==> src/knn_dist.sv <==
module knn_dist #(
	parameter int CB = 16,
	parameter int IW = 10
) (
	input  logic                 clk,
	input  logic                 arst_n,
	input  logic                 pt_valid,
	input  logic [IW-1:0]        pt_idx,
	input  logic [CB-1:0]        pt_x,
	input  logic [CB-1:0]        pt_y,
	input  logic [CB-1:0]        q_x,
	input  logic [CB-1:0]        q_y,
	output logic                 cand_valid,
	output logic [IW-1:0]        cand_idx,
	output logic [2*CB:0]        cand_dist,
	output logic                 busy
);

	logic [CB:0]     dx_diff, dy_diff;
	logic [CB-1:0]   dx_abs, dy_abs;
	logic            v_s2, v_s3, v_s4;
	logic [IW-1:0]   idx_s2, idx_s3, idx_s4;
	logic [CB-1:0]   dx_s2, dy_s2;
	logic [2*CB-1:0] dxx_s3, dyy_s3;
	logic [2*CB:0]   dist_s4;

	// Absolute coordinate differences; they always fit in CB bits.
	always_comb begin
		dx_diff = {pt_x[CB-1], pt_x} - {q_x[CB-1], q_x};
		dy_diff = {pt_y[CB-1], pt_y} - {q_y[CB-1], q_y};
		dx_abs  = dx_diff[CB] ? CB'(~dx_diff + 1'b1) : dx_diff[CB-1:0];
		dy_abs  = dy_diff[CB] ? CB'(~dy_diff + 1'b1) : dy_diff[CB-1:0];
	end

	// Stage valid bits.
	always_ff @(posedge clk or negedge arst_n) begin
		if (!arst_n) begin
			v_s2 <= 1'b0;
			v_s3 <= 1'b0;
			v_s4 <= 1'b0;
		end else begin
			v_s2 <= pt_valid;
			v_s3 <= v_s2;
			v_s4 <= v_s3;
		end
	end

	// Difference, square and sum stages.
	always_ff @(posedge clk) begin
		idx_s2  <= pt_idx;
		dx_s2   <= dx_abs;
		dy_s2   <= dy_abs;
		idx_s3  <= idx_s2;
		dxx_s3  <= dx_s2 * dx_s2;
		dyy_s3  <= dy_s2 * dy_s2;
		idx_s4  <= idx_s3;
		dist_s4 <= {1'b0, dxx_s3} + {1'b0, dyy_s3};
	end

	assign cand_valid = v_s4;
	assign cand_idx   = idx_s4;
	assign cand_dist  = dist_s4;
	assign busy       = v_s2 | v_s3 | v_s4;

endmodule

==> config.mk <==
export PLATFORM = sky130hd
export DESIGN_NAME = knn_dist
export DESIGN_NICKNAME = d
export VERILOG_FILES = /design/src/knn_dist.sv
export SDC_FILE = /design/constraint.sdc
export NUM_CORES = 1
export LEC_CHECK = 0
export ABC_AREA = 1
export BUFFER_PORTS_ARGS = -buffer_cell sky130_fd_sc_hd__buf_4
export CAP_MARGIN = 20
export CORE_UTILIZATION = 67
export CTS_CLUSTER_DIAMETER = 120
export DETAILED_ROUTE_END_ITERATION = 12
export PLACE_DENSITY = 0.9
export SLEW_MARGIN = 20
export SYNTH_ARGS = -nofsm -noshare
export SYNTH_HDL_FRONTEND = slang
export SYNTH_SLANG_ARGS = --single-unit
==> constraint.sdc <==
create_clock -name clk -period 8.43 [get_ports clk]
set_input_delay 0.4215 -clock clk [delete_from_list [all_inputs] [get_ports clk]]
set_output_delay 0.4215 -clock clk [all_outputs]
set_load 0.02 [all_outputs]
### After elaboration in Yosys (flattened, before gate mapping)

Cells that the tools add are included.

| storage, ports and cells | value |
|---|---|
| output and inout bits | 45 |
| register bits | 162 |

| operators by class | value |
|---|---|
| bitwise operators | 4 |
| $mul | 2 |
| $add $sub $neg | 5 |
| muxes and demuxes | 2 |

Operators with widths:

| cell | count |
|---|---|
| $mul A16 B16 Y32 | 2 |
| $sub A16 B16 Y17 | 2 |
| $add A32 B32 Y33 | 1 |
| $add A16 B1 Y16 const B | 2 |
| $mux W16 | 2 |
| $not A16 Y16 | 2 |
| $or A1 B1 Y1 | 2 |

### Longest topological paths before layout

| depth | value |
|---|---|
| depth in word-level cells | 4 |
| depth in mapped cells | 28 |
| mapped depth without buffers | 26 |

### Worst setup path before layout

Ideal clock, no wire load.

| path | value |
|---|---|
| kind | register to register |
| from | reg dx_s2[13] |
| to | reg dxx_s3[29] |
| cell stages (with the launch flop) | 23 |
| setup time | 0.112 ns |
| required time | 8.318 ns |
| setup slack | 3.003 ns |
| arrival | 5.315 ns |
| cells stage by stage | dfxtp_1 clkbuf_1 clkbuf_1 nand2_1 fa_1 fa_1 inv_1 fa_1 fa_1 fa_1 inv_1 fa_1 inv_1 ha_1 nand2_1 nor2_1 nand2_1 nor2_1 nor2_1 o21bai_1 nand3_1 nand3_1 nand2_1 |

| between the ends | value |
|---|---|
| cells in the longest elaborated chain, start to end | 1 |

RTL lines:

| element | line | text |
|---|---|---|
| from (decl) | 23 | `logic [CB-1:0] dx_s2, dy_s2;` |
| from (signal assigned) | 51 | `dx_s2 <= dx_abs;` |
| $mul A16 B16 Y32 | 54 | `dxx_s3 <= dx_s2 * dx_s2;` |
| to (signal assigned) | 54 |  |
| to (decl) | 24 | `logic [2*CB-1:0] dxx_s3, dyy_s3;` |

No other way between the ends.

### Final worst setup path

| path | value |
|---|---|
| from | reg dx_s2[6] |
| to | reg dxx_s3[24] |

The elaborated chain is that of the path after synthesis.

==> run metrics <==
DR pass1 iterations 6; largest net degree at the start of global routing 20; clock sinks 160; Fmax 166 MHz; status finished clean; Setup crit start kind register; worst min-delay path category input port to register; # fillers 2524; Post-Syn Area 22800 µm²; WS Path Type register to register; setup bufs post-CTS 0; Primary FF master, synth dfxtp_1; Avg Cell Area, Syn 7.73 µm²; Die Footprint 34800 µm²; EDFF count, synth 0; first-pass GRT wire length 89500 µm; largest area contributor in the netlist fa_1; 1st-iter DRT viols 1092; ys async rst share 1.88%; grt total ovfl 0; CTS max path bufs 2; Avg WL per Cell 14.9 µm; TNS Setup 0 ns; CP Max Fanout 16; Core Util, Final 73.5%; final std cells w/o fill 3495; layout cells sized above 1 6.96%; sequential cell area fraction in the yosys report 14.1%; Chip Width 187 µm; CP Data Required Time 8.77 ns; GPL Wtd Cong 0.946; area share of the largest cell type after synthesis 28.6%; post-CTS sizing 0; Vias 18600; Layout Nets 3705; # DRC 0; Core ar. 33500 µm²; yosys synthesis warning count 0; # IOs 122; Synth cell types 45; total CTS buffers 17; Setup violations, final 0; initial antenna violation count 0; HPWL after DPL 43900 µm; crit path DAT 6.38 ns; Area contributors post-synth fa_1 (29%), ha_1 (15%), dfxtp_1 (14%); final hold vios 0; Placed Instances 3463; Worst-path clk slew 0.07 ns; CP endpoint kind register; Root Driver clkbuf_16; area delta synth->final 7.95%; Max Cap Violations 0; initial core utilization 68.1%; Antenna diodes 0; input/output buffers 121; Period minus WS final 6.04 ns; Clock Skews 0.0149 ns; Tcrit/Tclk final 71.6%; Worst slew margin 41.6%; H-tree Lvls 4; clk_lat worst skew 0.45 ns; Tightest Pin Transition 0.875 ns; vias in the first global route 19700; die span in y 187 µm; CTS tree built; WL final 52100 µm; Final ANT Viol Nets 0; Seq cells post-synth 160; GRT Overall Usage 31.5%; mean number of vias per cell 5.32; RSZ-0062 raised after global routing no; Syn Inst Count 2955; Rows 67; Slew Limit Fails 0; Synth Net Count 3625
==> sequential cells by signal, indices dropped and copies added (netlist names) <==
register	flops
cand_dist	33
cand_idx	10
cand_valid	1
dx_s2	16
dxx_s3	31
dy_s2	16
dyy_s3	31
idx_s2	10
idx_s3	10
v_s2	1
v_s3	1
==> timing repair <==
| item | 4_1_cts | 5_1_grt |
|---|---|---|
| hold buffers | 1 | 0 |
| endpoints found under the setup margin | 0 | 0 |
| hold endpoints to repair | 3 | 0 |
==> critical path, cell delays in order, from the launching register on <==
cell and delay (ns):
dfxtp_1 0.84, nand2_1 0.24, fa_1 0.58, inv_1 0.05, fa_1 0.46, fa_1 0.56, fa_1 0.51, fa_1 0.49
inv_1 0.05, fa_1 0.47, inv_1 0.04, ha_1 0.38, nand2_1 0.13, nor2_1 0.12, inv_1 0.07, nor3_1 0.22
nand3_1 0.12, nand3_1 0.22, a21oi_1 0.12, xnor2_1 0.26
==> metrics by stage <==
step           setup slack [ns]  hold slack, ns  instance area [µm²]
2_1_floorplan              3.00           0.126                22800
3_3_place_gp               2.59           0.208                24100
6_report                   2.39          0.0711                24600
5_1_grt                    2.02          0.0645                24600
4_1_cts                    2.46          0.0635                24600
3_5_place_dp               2.49           0.212                24100
==> cell type report <==
type	instances	area, µm²	area share, %
Inverter	781	2930	11.9
Sequential cell	160	3220	13.1
Multi-Input combinational cell	1953	16400	66.7
Clock inverter	13	150	0.609
Timing Repair Buffer	122	918	3.73
Tap cell	448	561	2.27
Clock buffer	18	429	1.74
==> layer usage <==
metal | vias to the layer above | track usage, % | share of wire (%)
met5 | - | 0 | 0
met4 | 0 | 12.6 | 3.5
met3 | 158 | 5.15 | 6.2
met2 | 690 | 55.5 | 50
met1 | 8788 | 38.3 | 41
li1 | 8956 | - | -
==> synth_stat cells (2+ instances only) <==
master	instances
o21bai_2	2
ha_1	267
clkbuf_1	59
nand3_1	84
a31oi_1	7
nand2_1	666
inv_1	775
nor2_2	4
nand2_2	18
nor2_4	2
buf_6	2
nand3b_1	5
nor3_1	23
o21bai_1	12
a21o_1	8
a21oi_1	138
nand3_2	8
nand4_1	14
o211ai_1	4
o21ai_1	7
and2_1	4
o21ai_0	66
or2_2	6
nand2_4	4
nor4_1	5
a31o_2	2
fa_1	326
o21ai_2	4
nor2_1	133
inv_2	6
nor3_2	2
dfrtp_1	3
xnor2_1	38
xor2_1	79
dfxtp_1	157
o21a_1	6
==> cell usage in the layout, fill, tap and decap left out, types with 7 or more instances in the layout <==
cell and instances:
a31oi_1 7, nor2_1 133, a21oi_1 138, inv_1 775, nand2_2 18, o21ai_1 7, clkbuf_16 17, o21ai_0 66
xor2_1 79, dfxtp_1 157, nand2_1 666, fa_1 326, nor3_1 23, nand4_1 14, buf_4 121, nand3_1 84
nand3_2 8, o21bai_1 12, ha_1 267, a21o_1 8, xnor2_1 38
==> final timing paths <==
path	depth (start not counted)	endpoint	from	slack, ns
max in group asynchronous	2	cand_valid	arst_n	8.03
max	19	dxx_s3[24]	dx_s2[6]	2.39
min	1	idx_s2[2]	pt_idx[2]	0.07
min reg2reg	0	cand_idx[1]	idx_s3[1]	0.32
max reg2reg	19	dxx_s3[24]	dx_s2[6]	2.39
min in group asynchronous	2	v_s2	arst_n	0.31
==> cells by family after synthesis <==
kind of cell               Yosys count  share of synthesized area, %
AOI/OAI and AO/OA                  262                          6.38
and+or+nand+nor                    980                          17.8
buffers and inverters              842                          13.9
adders and majority gates          593                          43.2
xor gates and xnor gates           118                          4.56
DFF                                160                          14.1
Power is left out: the tool's default activity adds up to more than one toggle a clock period on the data nets, which glitch-free logic cannot reach.
