File: src/knn_pkg.sv
package knn_pkg;

	// Widths of the fixed request and result fields.
	localparam int MODE_BITS     = 2;
	localparam int COORD_IN_BITS = 16;
	localparam int IDX_OUT_BITS  = 10;
	localparam int DIST_OUT_BITS = 33;

	// Request modes.
	localparam logic [MODE_BITS-1:0] MODE_LOAD  = 2'd0;
	localparam logic [MODE_BITS-1:0] MODE_QUERY = 2'd1;
	localparam logic [MODE_BITS-1:0] MODE_CLEAR = 2'd2;

	// Control broadcast to every cell of the neighbor chain.
	typedef struct packed {
		logic clear;
		logic load;
		logic shift;
	} chain_ctrl_t;

endpackage

File: src/knn_cell.sv
module knn_cell #(
	parameter int DW = 33,
	parameter int IW = 10
) (
	input  logic                 clk,
	input  logic                 arst_n,
	input  knn_pkg::chain_ctrl_t ctrl,
	input  logic [DW-1:0]        cand_dist,
	input  logic [IW-1:0]        cand_idx,
	input  logic                 prev_ins,
	input  logic                 prev_valid,
	input  logic [DW-1:0]        prev_dist,
	input  logic [IW-1:0]        prev_idx,
	input  logic                 next_valid,
	input  logic [DW-1:0]        next_dist,
	input  logic [IW-1:0]        next_idx,
	output logic                 valid,
	output logic [DW-1:0]        entry_dist,
	output logic [IW-1:0]        idx,
	output logic                 ins
);

	import knn_pkg::*;

	logic          valid_q;
	logic [DW-1:0] dist_q;
	logic [IW-1:0] idx_q;

	// The candidate goes in front of this entry when it is strictly closer or the entry is empty.
	// Equal distances keep the older, lower index first.
	assign ins = ctrl.load && (!valid_q || (cand_dist < dist_q));

	// Valid flag.
	always_ff @(posedge clk or negedge arst_n) begin
		if (!arst_n) begin
			valid_q <= 1'b0;
		end else if (ctrl.clear) begin
			valid_q <= 1'b0;
		end else if (ctrl.shift) begin
			valid_q <= next_valid;
		end else if (ins) begin
			valid_q <= prev_ins ? prev_valid : 1'b1;
		end
	end

	// Entry payload: take the neighbor's entry or the candidate.
	always_ff @(posedge clk) begin
		if (ctrl.shift) begin
			dist_q <= next_dist;
			idx_q  <= next_idx;
		end else if (ins) begin
			dist_q <= prev_ins ? prev_dist : cand_dist;
			idx_q  <= prev_ins ? prev_idx : cand_idx;
		end
	end

	assign valid      = valid_q;
	assign entry_dist = dist_q;
	assign idx        = idx_q;

endmodule

File: config.mk
export PLATFORM = sky130hd
export DESIGN_NAME = knn_cell
export DESIGN_NICKNAME = d
export VERILOG_FILES = /design/src/knn_pkg.sv /design/src/knn_cell.sv
export SDC_FILE = /design/constraint.sdc
export NUM_CORES = 1
export LEC_CHECK = 0
export BUFFER_PORTS_ARGS = -buffer_cell sky130_fd_sc_hd__buf_4
export CORE_MARGIN = 3
export CORE_UTILIZATION = 40
export CTS_CLUSTER_DIAMETER = 80
export CTS_CLUSTER_SIZE = 12
export DETAILED_ROUTE_END_ITERATION = 6
export MAX_ROUTING_LAYER = met4
export PLACE_DENSITY = 0.78
export SLEW_MARGIN = 30
export SYNTH_ARGS = -nofsm -noshare
export SYNTH_HDL_FRONTEND = slang
export SYNTH_SLANG_ARGS = --single-unit
File: constraint.sdc
create_clock -name clk -period 5.1 [get_ports clk]
set_input_delay 0.255 -clock clk [delete_from_list [all_inputs] [get_ports clk]]
set_output_delay 0.255 -clock clk [all_outputs]
set_load 0.05 [all_outputs]
# Yosys cells after proc, flatten, opt, wreduce, memory -nomap -nowiden

Cells that the tools add are included.

Magnitude comparators: 1
Muxes and demuxes: 10
Reduce and logical (&&, ||, !) cells: 5

Operator list:

| kind                | number |
|---|---|
| 33-bit two-way mux  | 3 |
| 33-bit < comparator | 1 |
| 10-bit two-way mux  | 3 |
| 1-bit two-way mux   | 4 |
| 3-bit nonzero test  | 1 |
| 2-bit nonzero test  | 1 |
| 1-bit logical AND   | 1 |
| 1-bit zero test     | 1 |
| 1-bit logical OR    | 1 |

Flip-flop bits (word level): 44
Bits of input ports: 137
Output and inout port bits: 45
Logic and storage cells: 19

# Longest topological paths before layout

Depth in word-level cells: 6
Depth in mapped cells: 8
Mapped depth without buffers: 8

# Worst setup path before layout

OpenSTA, ideal clock, no wires.

Kind: register to register
Start point: register dist_q[1], in the netlist entry_dist[1]
End point: register dist_q[0], in the netlist entry_dist[0], enable pin
Setup time: 0.452 ns
Arrival time: 3.790 ns
Data required time: 4.648 ns
Setup slack: 0.857 ns
Cell stages (with the launch flop): 8
Path buffers: 0
Period minus slack after synthesis: 4.243 ns
Cells stage by stage: edfxtp_1 inv_1 ha_1 a2111oi_0 nor4b_1 o211ai_1 a21boi_2 o21bai_1

Cells in the longest elaborated chain, start to end: 4

RTL lines:

| item                         | RTL line       | RTL |
|---|---|---|
| from (decl)                  | knn_cell.sv:26 | `logic [DW-1:0] dist_q;` |
| from (signal assigned)       | knn_cell.sv:49 | `dist_q <= next_dist;` |
| from (signal assigned)       | knn_cell.sv:52 | `dist_q <= prev_ins ? prev_dist : cand_dist;` |
| 33-bit < comparator          | knn_cell.sv:31 | `assign ins = ctrl.load && (!valid_q \|\| (cand_dist < dist_q));` |
| 1-bit logical OR             | knn_cell.sv:31 |  |
| 1-bit logical AND            | knn_cell.sv:31 |  |
| 2-bit nonzero test (no line) | -              |  |

Every way passes these cells.
A chain may end at the register's enable or synchronous reset.

# Worst setup path in the final report

Start point: register dist_q[32], in the netlist entry_dist[32]
End point: output ins

Cells in the longest elaborated chain, start to end: 3

RTL lines:

| item                | RTL line       | RTL |
|---|---|---|
| 33-bit < comparator | knn_cell.sv:31 |  |
| 1-bit logical OR    | knn_cell.sv:31 |  |
| 1-bit logical AND   | knn_cell.sv:31 |  |
| to (decl)           | knn_cell.sv:20 | `output logic ins` |

Every way passes these cells.

==> metrics.yaml <==
run_status:
  status: "finished, final reports clean"
yosys:
  synth_top_area_share_pct: 42.19
  ys_ff_latch: 44
  synth_top_area_cell: "edfxtp_1"
  syn-num-nets: 482
  syn_avg_cell_area_sq_um: 9.778
  yosysWarnings: 0
  synthesis.area_sq_um: 3060
  syn_inst: 313
  synth.top_cells.by_area: "edfxtp_1 42%, mux2i_1 14%, ha_1 13%"
  ys_types: 30
  ys_seq_area_share_pct: 43.01
final_layout:
  area_delta_synth_final_pct: 50.08
  final_common_cell: "buf_4"
  final_nets: 657
  diodes: 0
  nFillCells: 633
  drive_gt1_share_pct: 39.67
  final_cell_mix: "182 x buf_4, 55 x nand2_1, 47 x o21ai_0"
cts:
  cts_sinks: 44
  cts.htree.levels: 2
  cts.clk_slew.worst_paths_ns: 0.08
  cts_tree: "done"
  post_cts_resized: 0
  cts_buffer_depth: 2
  clock-root-buffer: "clkbuf_8"
  clkLatencyLatePin_ns: 0.28
  cts_made_buffers: 5
setup_path:
  crit_required_ns: 4.85
  path_buf_inv: 2
  worstPathMaxFanout: 3
  critPathLaunchType: "register"
  crit_type: "register to output port"
  cpPeakStageDelay_ns: 0.56
  endpoint_kind: "output port"
  arrival_ns: 2.43
  critPathTopFamily: "simple AND/OR/NAND/NOR gates"
  r2r_setup_slack_ns: 2.48
  crit_chain: "inv_1 -> ha_1 -> nand4_2 -> or4_4 -> nor3_2 -> a21boi_2 -> nor2_1 -> buf_4"
  slowest_stage: "or4_4"
route:
  ant_nets: 0
  vias: 2856
  routedWlPerCell_microns: 14.32
  dr.pass1.iters: 4
  drt-total-wl_microns: 8422
  viasPerCell: 4.857
  drt_drc_violations_left: 0
  drtIter0Drc: 106
global_route:
  overflow: 0
  grt_pass1_vias: 2928
  antenna_found_initial: 0
  grt_first_pass_wirelength_microns: 12980
  track_usage_pct: 18.99
  grt_max_degree: 90
die:
  die_area_sq_um: 8737
  io_pins: 182
  die_w_microns: 93.47
  die_h_microns: 93.47
  rows: 31
  core_sq_um: 7331
  start_util_pct: 41.75
sta:
  finalHoldViolCount: 0
  min_period_over_period_pct: 52.71
  max_slew_margin_pct: 50.56
  fin_tns_setup_ns: 0
  fmax_ghz: 0.3720
  setup_viol: 0
  skew_ns: 0.004805
  finalMaxSlewViolations: 0
  tightest_slew_ns: 0.7416
  finalCriticalPeriod_ns: 2.688
  rsz0062_at_grt: "no"
power_and_ir_drop:
  netSwitchingFraction_pct: 35.68
  peakVddDrop_mv: 0.09949
  leakagePower_nw: 2.311
  power_frac_comb_pct: 39.7
  p_int_mw: 0.7164
  netSwitchingPower_mw: 0.3974
  power_mw: 1.114
  power_density_nw_per_um2: 242.5
  pwr-share-seq_pct: 41.5
  pwr-share-clk_pct: 18.8
run:
  maxCapViolCount: 0
place:
  dpl.hpwl_microns: 6774
  routabilityCongestion: 0.7417
  port_buffers: 181
worst_hold_path:
  hp-class: "input port to register"
-- worst paths after layout --
path,startpoint,endpoint,cells after the start
setup / recovery,entry_dist[32]$_DFFE_PP_,ins,8
hold / removal,ctrl[2],valid$_DFFE_PN0P_,3
setup reg to reg,entry_dist[1]$_DFFE_PP_,entry_dist[22]$_DFFE_PP_,8
hold reg to reg,valid$_DFFE_PN0P_,valid$_DFFE_PN0P_,3
max in group asynchronous,arst_n,valid$_DFFE_PN0P_,2
min in group asynchronous,arst_n,valid$_DFFE_PN0P_,2
-- metal layers --
layer / vias up / part of all wire (%) / wire, microns / global-route usage (%)
met5: - / 0 / 0 / -
met4: 0 / 0.64 / 54 / 3.663
met3: 4 / 8.3 / 697 / 5.149
met2: 108 / 52 / 4375 / 35.32
met1: 1278 / 39 / 3294 / 20.19
li1: 1466 / - / - / -
-- per-stage QoR --
step | hold slack (ns) | instances | cell area, sq um | setup slack [ns] | util (%)
after floorplan | -0.04059 | 313 | 3060 | 0.8574 | -
after global placement | 0.03029 | 579 | 4501 | 2.556 | 61.39
after detailed placement | 0.03115 | 579 | 4501 | 2.446 | 61.39
after CTS | 0.2108 | 588 | 4593 | 2.372 | 62.66
after global routing | 0.2354 | 588 | 4593 | 2.262 | 62.66
final | 0.2164 | 588 | 4593 | 2.412 | 62.66
-- what timing repair did --
action,CTS,global route
setup buffers,0,0
endpoints found under the hold margin,1,0
setup endpoints to repair,0,0
hold buffers,1,0
-- area by class of cell --
class | count | area [sq um] | share of cell area, %
flip-flops and latches | 44 | 1316 | 28.66
clock buffers | 5 | 68.82 | 1.498
multi-input cells | 221 | 1570 | 34.19
clock inverters | 3 | 13.76 | 0.2996
inverters | 33 | 123.9 | 2.697
well taps | 99 | 123.9 | 2.697
repair buffers | 183 | 1376 | 29.96
-- power by group through the flow --
stage	clock, mW	combinational [mW]	sequential (mW)
final	0.210	0.442	0.462
after global routing	0.231	0.480	0.467
after CTS	0.217	0.448	0.463
after detailed placement	0	0.445	0.471
after global placement	0	0.436	0.468
after floorplan	0	0.132	0.602
-- Yosys cell counts (all sizes together) --
| cell | n |
|---|---|
| nand2 | 55 |
| o21ai | 47 |
| edfxtp | 43 |
| mux2i | 43 |
| inv | 33 |
| ha | 32 |
| a21oi | 15 |
| clkbuf | 11 |
| buf | 4 |
| nor2 | 4 |
| nand3 | 3 |
| nand4 | 3 |
| o21a | 3 |
| a21o | 2 |
| a2111oi | 1 |
| a21boi | 1 |
| a221oi | 1 |
| and4 | 1 |
| dfrtp | 1 |
| nand2b | 1 |
| nand3b | 1 |
| nor3 | 1 |
| nor4b | 1 |
| o211ai | 1 |
| o21bai | 1 |
| o22ai | 1 |
| o2bb2ai | 1 |
| o31ai | 1 |
| or4 | 1 |
-- registers in the layout (all words and copies together) (netlist names) --
| register | flops |
|---|---|
| valid | 1 |
| entry_dist | 33 |
| idx | 10 |
-- logic make-up (layout without fill, tap and decap cells) --
| kind of cell | count (synthesis) | in the layout | synth area share (%) |
|---|---|---|---|
| AOI/OAI and AO/OA | 75 | 75 | 13.53 |
| adders and majority gates | 32 | 32 | 13.08 |
| buffers and inverters | 48 | 224 | 6.051 |
| DFF | 44 | 44 | 43.01 |
| muxes | 43 | 43 | 14.06 |
| and+or+nand+nor | 71 | 71 | 10.26 |
-- tightest hold or removal path: cells and delay by family --
kind | cells | cell delay, ns
AOI/OAI and AO/OA | 2 | 0.13
buffers and inverters | 1 | 0.08
(Power assumes the default switching activity.)
